File: config.mk
export PLATFORM = sky130hd
export DESIGN_NAME = dns_query_name_encoder_core
export DESIGN_NICKNAME = d
export VERILOG_FILES = /design/src/dnsqe_pkg.sv /design/src/dnsqe_cell.sv /design/src/dns_query_name_encoder_core.sv
export SDC_FILE = /design/constraint.sdc
export NUM_CORES = 1
export LEC_CHECK = 0
export ABC_AREA = 1
export BUFFER_PORTS_ARGS = -buffer_cell sky130_fd_sc_hd__buf_2
export CAP_MARGIN = 20
export CORE_MARGIN = 8
export CORE_UTILIZATION = 30
export DETAILED_ROUTE_END_ITERATION = 8
export GPL_ROUTABILITY_DRIVEN = 0
export GPL_TIMING_DRIVEN = 0
export PLACE_DENSITY = 0.47
export REMOVE_ABC_BUFFERS = 1
export SLEW_MARGIN = 5
export SYNTH_ARGS = -nofsm -noshare
export SYNTH_HDL_FRONTEND = slang
export SYNTH_SLANG_ARGS = --single-unit
File: constraint.sdc
create_clock -name clk -period 2.03 [get_ports clk]
set_input_delay 0.1015 -clock clk [delete_from_list [all_inputs] [get_ports clk]]
set_output_delay 0.1015 -clock clk [all_outputs]
set_load 0.02 [all_outputs]
File: src/dnsqe_pkg.sv
`timescale 1ns / 1ps

package dnsqe_pkg;

  localparam logic [7:0] DOT_CHAR = 8'h2E;
  localparam int         HDR_LEN  = 12;
  localparam int         TRL_LEN  = 5;
  localparam int         MAX_RES  = 64;
  localparam int         SEQ_W    = 4;
  localparam int         RES_W    = $clog2(MAX_RES + 1);

  // header and trailer field offsets
  localparam logic [SEQ_W-1:0] HDR_ID_HI   = 4'd0;
  localparam logic [SEQ_W-1:0] HDR_ID_LO   = 4'd1;
  localparam logic [SEQ_W-1:0] HDR_FLAGS   = 4'd2;
  localparam logic [SEQ_W-1:0] HDR_QD_LO   = 4'd5;
  localparam logic [SEQ_W-1:0] TRL_TYPE_LO = 4'd2;
  localparam logic [SEQ_W-1:0] TRL_CLS_LO  = 4'd4;

  localparam logic [7:0] FLAG_RD   = 8'h01;
  localparam logic [7:0] QDCOUNT   = 8'h01;
  localparam logic [7:0] TYPE_A    = 8'h01;
  localparam logic [7:0] CLASS_IN  = 8'h01;

  typedef enum logic [4:0] {
    ST_IDLE  = 5'b00001,
    ST_HDR   = 5'b00010,
    ST_LEN   = 5'b00100,
    ST_DATA  = 5'b01000,
    ST_TRAIL = 5'b10000
  } state_t;

  typedef struct packed {
    logic load;
    logic shift;
  } cell_ctrl_t;

  function automatic logic [7:0] hdr_byte(input logic [SEQ_W-1:0] idx,
                                          input logic [15:0] id);
    logic [7:0] b;
    begin
      case (idx)
        HDR_ID_HI: b = id[15:8];
        HDR_ID_LO: b = id[7:0];
        HDR_FLAGS: b = FLAG_RD;
        HDR_QD_LO: b = QDCOUNT;
        default:   b = 8'h00;
      endcase
      return b;
    end
  endfunction

  // terminating root byte, then QTYPE and QCLASS
  function automatic logic [7:0] trl_byte(input logic [SEQ_W-1:0] idx);
    logic [7:0] b;
    begin
      case (idx)
        TRL_TYPE_LO: b = TYPE_A;
        TRL_CLS_LO:  b = CLASS_IN;
        default:     b = 8'h00;
      endcase
      return b;
    end
  endfunction

endpackage

File: src/dnsqe_cell.sv
`timescale 1ns / 1ps

module dnsqe_cell import dnsqe_pkg::*; (
  input  logic       clk,
  input  cell_ctrl_t ctrl,
  input  logic [7:0] char_in,
  input  logic [7:0] next_in,
  output logic [7:0] q
);

  always_ff @(posedge clk) begin
    if (ctrl.load) begin
      q <= char_in;
    end else if (ctrl.shift) begin
      q <= next_in;
    end
  end

endmodule

File: src/dns_query_name_encoder_core.sv
`timescale 1ns / 1ps
// DNS query encoder. Host name characters come in on the input channel
// (name_char, name_end, query_id); message bytes leave on the output channel
// (out_byte, packet_end, label_overflow), both valid/ready.
// The first character of a name starts a 12-byte header built from query_id.
// Ordinary characters are held in a chain of byte cells, one cell per label
// position; a dot or the end of the name drains the chain head first, after
// a length byte, one byte per cycle unless the receiver stalls. The last
// character then adds the root zero byte and QTYPE A / QCLASS IN; packet_end
// marks the final byte. A character that emits nothing leaves the encoder
// idle, so such characters are taken back to back. For one that produces
// bytes, the sequencer feeds the single output register one byte a cycle
// unless the receiver stalls. A step emits at most 64 bytes; any beyond are
// dropped, and in the last character's step packet_end marks the 64th.
// Reset: empty label, no header sent, output empty. When the receiver stalls
// the word is held in the output register and the sequencer waits; new
// characters are refused until the current one has been fully emitted.
module dns_query_name_encoder_core import dnsqe_pkg::*; #(
  parameter int LABEL_MAX = 32
) (
  input  logic        clk,
  input  logic        rst,
  input  logic        in_valid,
  output logic        in_ready,
  input  logic [7:0]  name_char,
  input  logic        name_end,
  input  logic [15:0] query_id,
  output logic        out_valid,
  input  logic        out_ready,
  output logic [7:0]  out_byte,
  output logic        packet_end,
  output logic        label_overflow
);

  localparam int CW = $clog2(LABEL_MAX + 1);

  state_t           state;
  logic [CW-1:0]    label_count;
  logic             header_sent;
  logic             overflow_seen;
  logic             flush_dot;
  logic             last_q;
  logic [15:0]      id_q;
  logic [SEQ_W-1:0] seq;
  logic [RES_W-1:0] res_cnt;

  logic             accept;
  logic             is_dot;
  logic             can_store;
  logic             slot_free;
  logic             drop;
  logic             adv;
  logic             emitting;
  logic             busy;
  logic [7:0]       cur_byte;
  logic             cur_end;
  state_t           after_hdr;
  state_t           after_flush;

  logic [7:0]       cell_q [LABEL_MAX];

  assign in_ready  = (state == ST_IDLE);
  assign accept    = in_valid && in_ready;
  assign is_dot    = (name_char == DOT_CHAR);
  assign can_store = (label_count < CW'(LABEL_MAX));
  assign slot_free = !out_valid || out_ready;
  assign drop      = (res_cnt == RES_W'(MAX_RES));
  assign busy      = (state != ST_IDLE);
  assign adv       = busy && (drop || slot_free);
  assign emitting  = busy && slot_free && !drop;

  always_comb begin
    if (flush_dot || last_q) begin
      after_hdr = ST_LEN;
    end else begin
      after_hdr = ST_IDLE;
    end
    if (flush_dot) begin
      after_flush = last_q ? ST_LEN : ST_IDLE;
    end else begin
      after_flush = ST_TRAIL;
    end
  end

  always_comb begin
    case (state)
      ST_HDR:   cur_byte = hdr_byte(seq, id_q);
      ST_LEN:   cur_byte = 8'(label_count);
      ST_DATA:  cur_byte = cell_q[0];
      ST_TRAIL: cur_byte = trl_byte(seq);
      default:  cur_byte = 8'h00;
    endcase
    // final trailer byte, or the last byte that fits in the last character's step
    cur_end = ((state == ST_TRAIL) && (seq == SEQ_W'(TRL_LEN - 1)))
           || (last_q && (res_cnt == RES_W'(MAX_RES - 1)));
  end

  genvar i;
  generate
    for (i = 0; i < LABEL_MAX; i++) begin : g_cell
      cell_ctrl_t ctrl;
      logic [7:0] next_in;
      always_comb begin
        ctrl.load  = accept && !is_dot && can_store && (label_count == CW'(i));
        ctrl.shift = (state == ST_DATA) && adv;
      end
      if (i == LABEL_MAX - 1) begin : g_tail
        assign next_in = 8'h00;
      end else begin : g_mid
        assign next_in = cell_q[i+1];
      end
      dnsqe_cell u_cell (
        .clk     (clk),
        .ctrl    (ctrl),
        .char_in (name_char),
        .next_in (next_in),
        .q       (cell_q[i])
      );
    end
  endgenerate

  always_ff @(posedge clk) begin
    if (rst) begin
      state         <= ST_IDLE;
      label_count   <= '0;
      header_sent   <= 1'b0;
      overflow_seen <= 1'b0;
      flush_dot     <= 1'b0;
      last_q        <= 1'b0;
      seq           <= '0;
      res_cnt       <= '0;
    end else begin
      if (adv && !drop) begin
        res_cnt <= res_cnt + RES_W'(1);
      end
      case (state)
        ST_IDLE: begin
          if (accept) begin
            last_q    <= name_end;
            flush_dot <= is_dot;
            id_q      <= query_id;
            res_cnt   <= '0;
            seq       <= '0;
            if (!is_dot) begin
              if (can_store) begin
                label_count <= label_count + CW'(1);
              end else begin
                overflow_seen <= 1'b1;
              end
            end
            if (!header_sent) begin
              header_sent <= 1'b1;
              state       <= ST_HDR;
            end else if (is_dot || name_end) begin
              state <= ST_LEN;
            end
          end
        end
        ST_HDR: begin
          if (adv) begin
            if (seq == SEQ_W'(HDR_LEN - 1)) begin
              seq   <= '0;
              state <= after_hdr;
            end else begin
              seq <= seq + SEQ_W'(1);
            end
          end
        end
        ST_LEN: begin
          if (adv) begin
            if (label_count == '0) begin
              flush_dot <= 1'b0;
              state     <= after_flush;
            end else begin
              state <= ST_DATA;
            end
          end
        end
        ST_DATA: begin
          if (adv) begin
            label_count <= label_count - CW'(1);
            if (label_count == CW'(1)) begin
              flush_dot <= 1'b0;
              state     <= after_flush;
            end
          end
        end
        ST_TRAIL: begin
          if (adv) begin
            if (seq == SEQ_W'(TRL_LEN - 1)) begin
              seq           <= '0;
              header_sent   <= 1'b0;
              overflow_seen <= 1'b0;
              state         <= ST_IDLE;
            end else begin
              seq <= seq + SEQ_W'(1);
            end
          end
        end
        default: state <= ST_IDLE;
      endcase
    end
  end

  always_ff @(posedge clk) begin
    if (rst) begin
      out_valid <= 1'b0;
    end else if (emitting) begin
      out_valid <= 1'b1;
    end else if (out_ready) begin
      out_valid <= 1'b0;
    end
  end

  always_ff @(posedge clk) begin
    if (emitting) begin
      out_byte       <= cur_byte;
      packet_end     <= cur_end;
      label_overflow <= cur_end && overflow_seen;
    end
  end

endmodule

== Yosys cells after proc, flatten, opt, wreduce, memory -nomap -nowiden ==
Index checks and enable logic that the tools add are counted.

* Bits in registers: 309
* Output and inout bits: 12
* Word-level logic and storage cells: 321

* $add $sub $neg: 4
* Magnitude comparators: 1
* Equality and inequality tests: 58
* Multiplexer cells: 112
* Bitwise operators: 1
* Reduce and logical (&&, ||, !) cells: 100

{| class="wikitable"
|+ Operators by type and width
! cell !! count
|-
| $mux 8 || 64
|-
| $eq 6x5->1 const B || 16
|-
| $reduce_bool 2->1 || 35
|-
| $mux 5 || 12
|-
| $eq 6x4->1 const B || 8
|-
| $logic_and 1x1->1 || 43
|-
| $pmux 8 s4 || 1
|-
| $pmux 5 s5 || 1
|-
| $eq 6x3->1 const B || 4
|-
| $mux 6 || 4
|-
| $pmux 8 s3 || 1
|-
| $mux 7 || 3
|-
| $mux 4 || 5
|-
| $ne 2x2->1 const B || 8
|-
| $mux 1 || 14
|-
| $eq 6x2->1 const B || 2
|-
| $pmux 4 s3 || 1
|-
| $pmux 6 s2 || 1
|-
| $reduce_and 6->1 || 2
|-
| $reduce_and 9->1 || 1
|-
| $eq 4x3->1 const B || 2
|-
| $eq 8x6->1 const B || 1
|-
| $ne 2x1->1 const B || 4
|-
| $reduce_and 4->1 || 2
|-
| 31 further kinds || 41
|}

== Depth between registers and ports, before layout ==
* Depth in word-level cells: 8
* Gate-level depth with buffers: 14
* Mapped depth without buffers: 14

== Modules after synthesis ==
Synthesis repeated with hierarchy kept, for this count alone.

* Cell total of the unflattened synthesis: 1564
* Area, all modules: 14584.0 sq um

{| class="wikitable"
|+ Modules (own cells, without submodules)
! module !! instances !! cells each !! area an instance (sq um)
|-
| dnsqe_cell || 32 || 35 || 351.6
|-
| dns_query_name_encoder_core || 1 || 444 || 3333.2
|}

== Worst setup path after synthesis ==
Ideal clock, no wire load.

* Path kind: reg-to-reg
* Start point: register label_count[0]
* End point: register g_cell[10].u_cell.q[0], enable pin
* Setup time: 0.329 ns
* Arrival time: 1.707 ns
* Data required time: 1.701 ns
* Path slack: -0.006 ns
* Stages on the path, launching flop included: 8
* Buffers on the path: 1
* Cells stage by stage: dfxtp_1 -> inv_1 -> ha_1 -> nand2_1 -> inv_1 -> nand3_4 -> buf_2 -> nand2_1

* Longest elaborated chain between the ends: 4
* Elaborated cells between the ends (all ways): 5

{| class="wikitable"
|+ RTL lines
! what !! RTL line !! source
|-
| start, declared || dns_query_name_encoder_core.sv:38 || <nowiki>logic [CW-1:0] label_count;</nowiki>
|-
| start signal, assigned || dns_query_name_encoder_core.sv:146 || <nowiki>label_count <= label_count + CW'(1);</nowiki>
|-
| start signal, assigned || dns_query_name_encoder_core.sv:181 || <nowiki>label_count <= label_count - CW'(1);</nowiki>
|-
| $lt 6x6->1 || dns_query_name_encoder_core.sv:65 || <nowiki>assign can_store = (label_count < CW'(LABEL_MAX));</nowiki>
|-
| $logic_and 1x1->1 || dns_query_name_encoder_core.sv:104 || <nowiki>ctrl.load = accept && !is_dot && can_store && (label_count == CW'(i));</nowiki>
|-
| $logic_and 1x1->1 * || dns_query_name_encoder_core.sv:104 ||
|-
| $reduce_bool 2->1 (no source line) * || - ||
|-
| end signal, assigned || dnsqe_cell.sv:13 || <nowiki>q <= char_in;</nowiki>
|-
| end signal, assigned || dnsqe_cell.sv:15 || <nowiki>q <= next_in;</nowiki>
|-
| end, declared || dnsqe_cell.sv:8 || <nowiki>output logic [7:0] q</nowiki>
|}

Every way passes the cells marked *; elsewhere a longest branch is shown, timed or not.
A chain may end at the register's enable or synchronous reset.

== Worst setup path after layout ==
* Start point: register state[2]
* End point: register g_cell[27].u_cell.q[3] (data pin)

* Longest elaborated chain between the ends: 6

{| class="wikitable"
|+ RTL lines
! what !! RTL line !! source
|-
| start, declared || dns_query_name_encoder_core.sv:37 || <nowiki>state_t state;</nowiki>
|-
| start signal, assigned || dns_query_name_encoder_core.sv:163 || <nowiki>state <= after_hdr;</nowiki>
|-
| start signal, assigned || dns_query_name_encoder_core.sv:173 || <nowiki>state <= after_flush;</nowiki>
|-
| start signal, assigned || dns_query_name_encoder_core.sv:184 || <nowiki>state <= after_flush;</nowiki>
|-
| $eq 5x1->1 || dns_query_name_encoder_core.sv:62 || <nowiki>assign in_ready = (state == ST_IDLE);</nowiki>
|-
| $logic_and 1x1->1 || dns_query_name_encoder_core.sv:63 || <nowiki>assign accept = in_valid && in_ready;</nowiki>
|-
| $logic_and 1x1->1 (3 in series) || dns_query_name_encoder_core.sv:104 ||
|-
| $mux 8 || dnsqe_cell.sv:12 || <nowiki>if (ctrl.load) begin</nowiki>
|-
| end signal, assigned || dnsqe_cell.sv:13 ||
|-
| end signal, assigned || dnsqe_cell.sv:15 ||
|-
| end, declared || dnsqe_cell.sv:8 ||
|}

Every way passes these cells.

==> key figures <==
Run status
  – Status: complete, no violations

Pwr
  – Peak supply drop: 0.8285 mV
  – Power density cells: 1052 nW/µm²
  – Static leakage: 6.852 nW

Die
  – Number of placement rows: 79
  – Full die area: 54010 µm²
  – Core Region: ~46000 µm²
  – Total I/O pin count: 41
  – Die Wd: approximately 230 µm
  – Die Height: around 230 µm
  – Initial core utilization: 0.3030

Layout
  – Number of fill cells: approximately 4400
  – Cell area after layout: 17680 µm²
  – Number of antenna repair diodes: 0
  – Proportion of layout cells with a drive suffix above 1: 0.2360
  – Area growth from synthesis to final layout: 25.84%
  – Commonest non-fill, non-tap cells in the layout: nand2_1, edfxtp_1, o21ai_1, buf_4, nor2_1
  – Commonest non-fill, non-tap cell in the layout: nand2_1
  – Final Net Count: roughly 1400

Detailed routing
  – Mean number of vias per cell: 4.740
  – Final antenna-violating net count: 0
  – Total iterations of the first detailed-routing run: 5
  – Average wire per standard cell: 16.32 µm
  – Post-Route WL: 32930 µm
  – Number of design rule violations left after detail routing: 0
  – Initial DRC count: around 640
  – Routed via count: 9565

CTS
  – Clock Path Buffers: 3
  – Clock tree from TritonCTS: built
  – Clock Sink Count: 309
  – CTS buffer count: 36
  – Number of H-tree branching levels: 2
  – Clock Pin Slew Worst Setup and Hold Paths: 0.06 ns
  – Skew-Pair Late Insertion Delay: roughly 0.53 ns
  – Cell at the root of the clock tree: clkbuf_16

Place
  – Placed cell areas: 14650 µm²
  – Number of buffer cells added on primary ports: 40
  – DPL Wire Length: around 18000 µm

Logic synthesis
  – Flop and latch count out of synthesis: slightly above 300
  – Leading cell types by total area after synthesis: edfxtp_1, nand2_1, o21ai_1, dfxtp_1, nand4_4
  – Sequential-to-total area share from yosys stat: 0.6413
  – Proportion of netlist area held by the largest area contributor: 0.6028
  – Count of different cell masters after synthesis: 41
  – Synthesized area divided by synthesized cell count: 11.11 µm²
  – Largest area contributor in the netlist: edfxtp_1
  – Prevailing post-synth register cell: edfxtp_1
  – Netlist area before placement: 14050 µm²
  – Share of async-settable or async-resettable flops after synthesis: 0
  – Number of flops mapped to enable cells by yosys: approximately 280
  – Yosys Warn Count: 0
  – Mapped Cells: 1264

Timing
  – Max Transition Viols Final: 0
  – Slew @ Worst Pin: 0.8252 ns
  – Maximum operating frequency: approximately 500 MHz
  – Setup repair after global routing missed its margin: true
  – Setup-violating endpoint count in the final report: 0
  – Setup TNS: 0 ns
  – Slew Limit Headroom: 0.4493
  – Worst Clk Skew: 0.01964 ns
  – Final worst path period need: 1.995 ns
  – Final hold viol count: 0
  – Final cycle utilization of the critical path: 0.9828

Min path
  – Cell depth of the worst hold path: 7
  – Path type of the worst min-delay path: primary input to flop

Critical path
  – Type of origin of the critical path: flop
  – Arrival time of data at the critical path endpoint: between 2 and 2.5 ns
  – Largest fanout of any net on the critical path: 8
  – Register-to-Register Path Depth: 10
  – Kind of critical path: flop to flop
  – Category of the worst setup path capture point: flop
  – Endpoint required time on the critical path: 2.29 ns

GRT
  – Total congestion overflow: 0
  – Total global-route track usage: 0.1188
  – Number of global-route vias before repair: around 9000
  – Maximum number of pins on one net before global-route repair: 34
  – Wire length of the first global-routing pass: 50780 µm
  – Initial antenna violation count: 0

Job
  – Total of max-cap violations: 0
==> per-layer routing <==
metal  routed length [µm]  track usage  share of wire  vias up
met1                15080       0.1620           0.46     4549
met4                  748      0.04033          0.023        0
met3                 1880      0.02326          0.057       52
li1                     -            -              -     4755
met2                15220       0.1874           0.46      209
met5                    0            0              0        -
==> logic make-up (layout without fill, tap and decap cells) <==
logic type | Yosys count | after routing | synth area share
compound gates | 302 | 302 | 0.1130
xor+xnor | 12 | 12 | 0.007482
fa+ha+maj | 11 | 11 | 0.009797
buf+inv | 134 | 269 | 0.04640
flops | 309 | 309 | 0.6413
simple gates | 496 | 508 | 0.1820
==> final timing paths <==
path,endpoint,slack (ns),startpoint
max,g_cell[27].u_cell.q[3],0.03,state[2]
min,last_q,0.14,in_valid
max reg2reg,g_cell[27].u_cell.q[3],0.03,state[2]
min reg2reg,res_cnt[1],0.47,res_cnt[1]
==> flip-flops by register name, summed over array words and instances (netlist names) <==
name             flops
header_sent          1
out_valid            1
label_overflow       1
g_cell.u_cell.q    256
flush_dot            1
res_cnt              7
state                5
overflow_seen        1
last_q               1
label_count          6
packet_end           1
out_byte             8
id_q                16
seq                  4
==> critical path, cell delays in order, from the launching register on <==
cell and delay, ns:
dfxtp_2 0.34, nor2_4 0.15, nand3_4 0.10, nor2_4 0.13
nand2_4 0.11, nor2_8 0.13, buf_12 0.15, buf_12 0.17
nand4_4 0.22, nand2_1 0.14, o21ai_1 0.07
==> where the power goes <==
part           switching, mW  internal (mW)  leakage [nW]
clock network           2.61           3.75         0.561
logic                   2.73           1.68          3.49
registers              0.250           7.59          2.80
total                   5.59           13.0          6.85
==> Yosys cell counts, types with 9 or more instances <==
master    count
nand4_1       9
nand3_1      40
xor2_1        9
o21ai_0      27
dfxtp_1      27
ha_1         11
buf_2        23
nand2_1     343
clkbuf_1     34
nand4_4      22
a21oi_1      26
inv_1        52
nor2_1       55
edfxtp_1    282
o21ai_1     228
==> metrics by stage <==
stage	setup WS [ns]	std cells	hold WS, ns	power [mW]	utilization
floorplan	-0.5997	1187	0.1706	9.989	-
global placement	-1.687	1834	0.2820	10.81	0.3143
detailed placement	-1.179	1837	0.2798	10.86	0.3159
CTS	0.001061	1990	0.1226	18.45	0.3716
global route	-0.03537	2018	0.1716	19.44	0.3813
finish	0.03493	2018	0.1352	18.60	0.3813
==> cell type report <==
cell class,instances,area (µm²),share of cell area
repair buffers,148,1438,0.08132
flip-flops and latches,309,9022,0.5104
inverters,57,232.7,0.01316
multi-input cells,833,5081,0.2874
well taps,607,759.5,0.04296
clock inverters,17,182.7,0.01033
clock buffers,47,962.2,0.05443
==> repair_timing <==
action,CTS,global route
hold buffers,19,0
gates resized for setup,101,47
pin swaps,24,15
hold endpoints to repair,24,0
setup buffers,61,25
cloned,9,3
setup endpoints to repair,541,411
No activity file was read; power rests on OpenSTA's default activity.
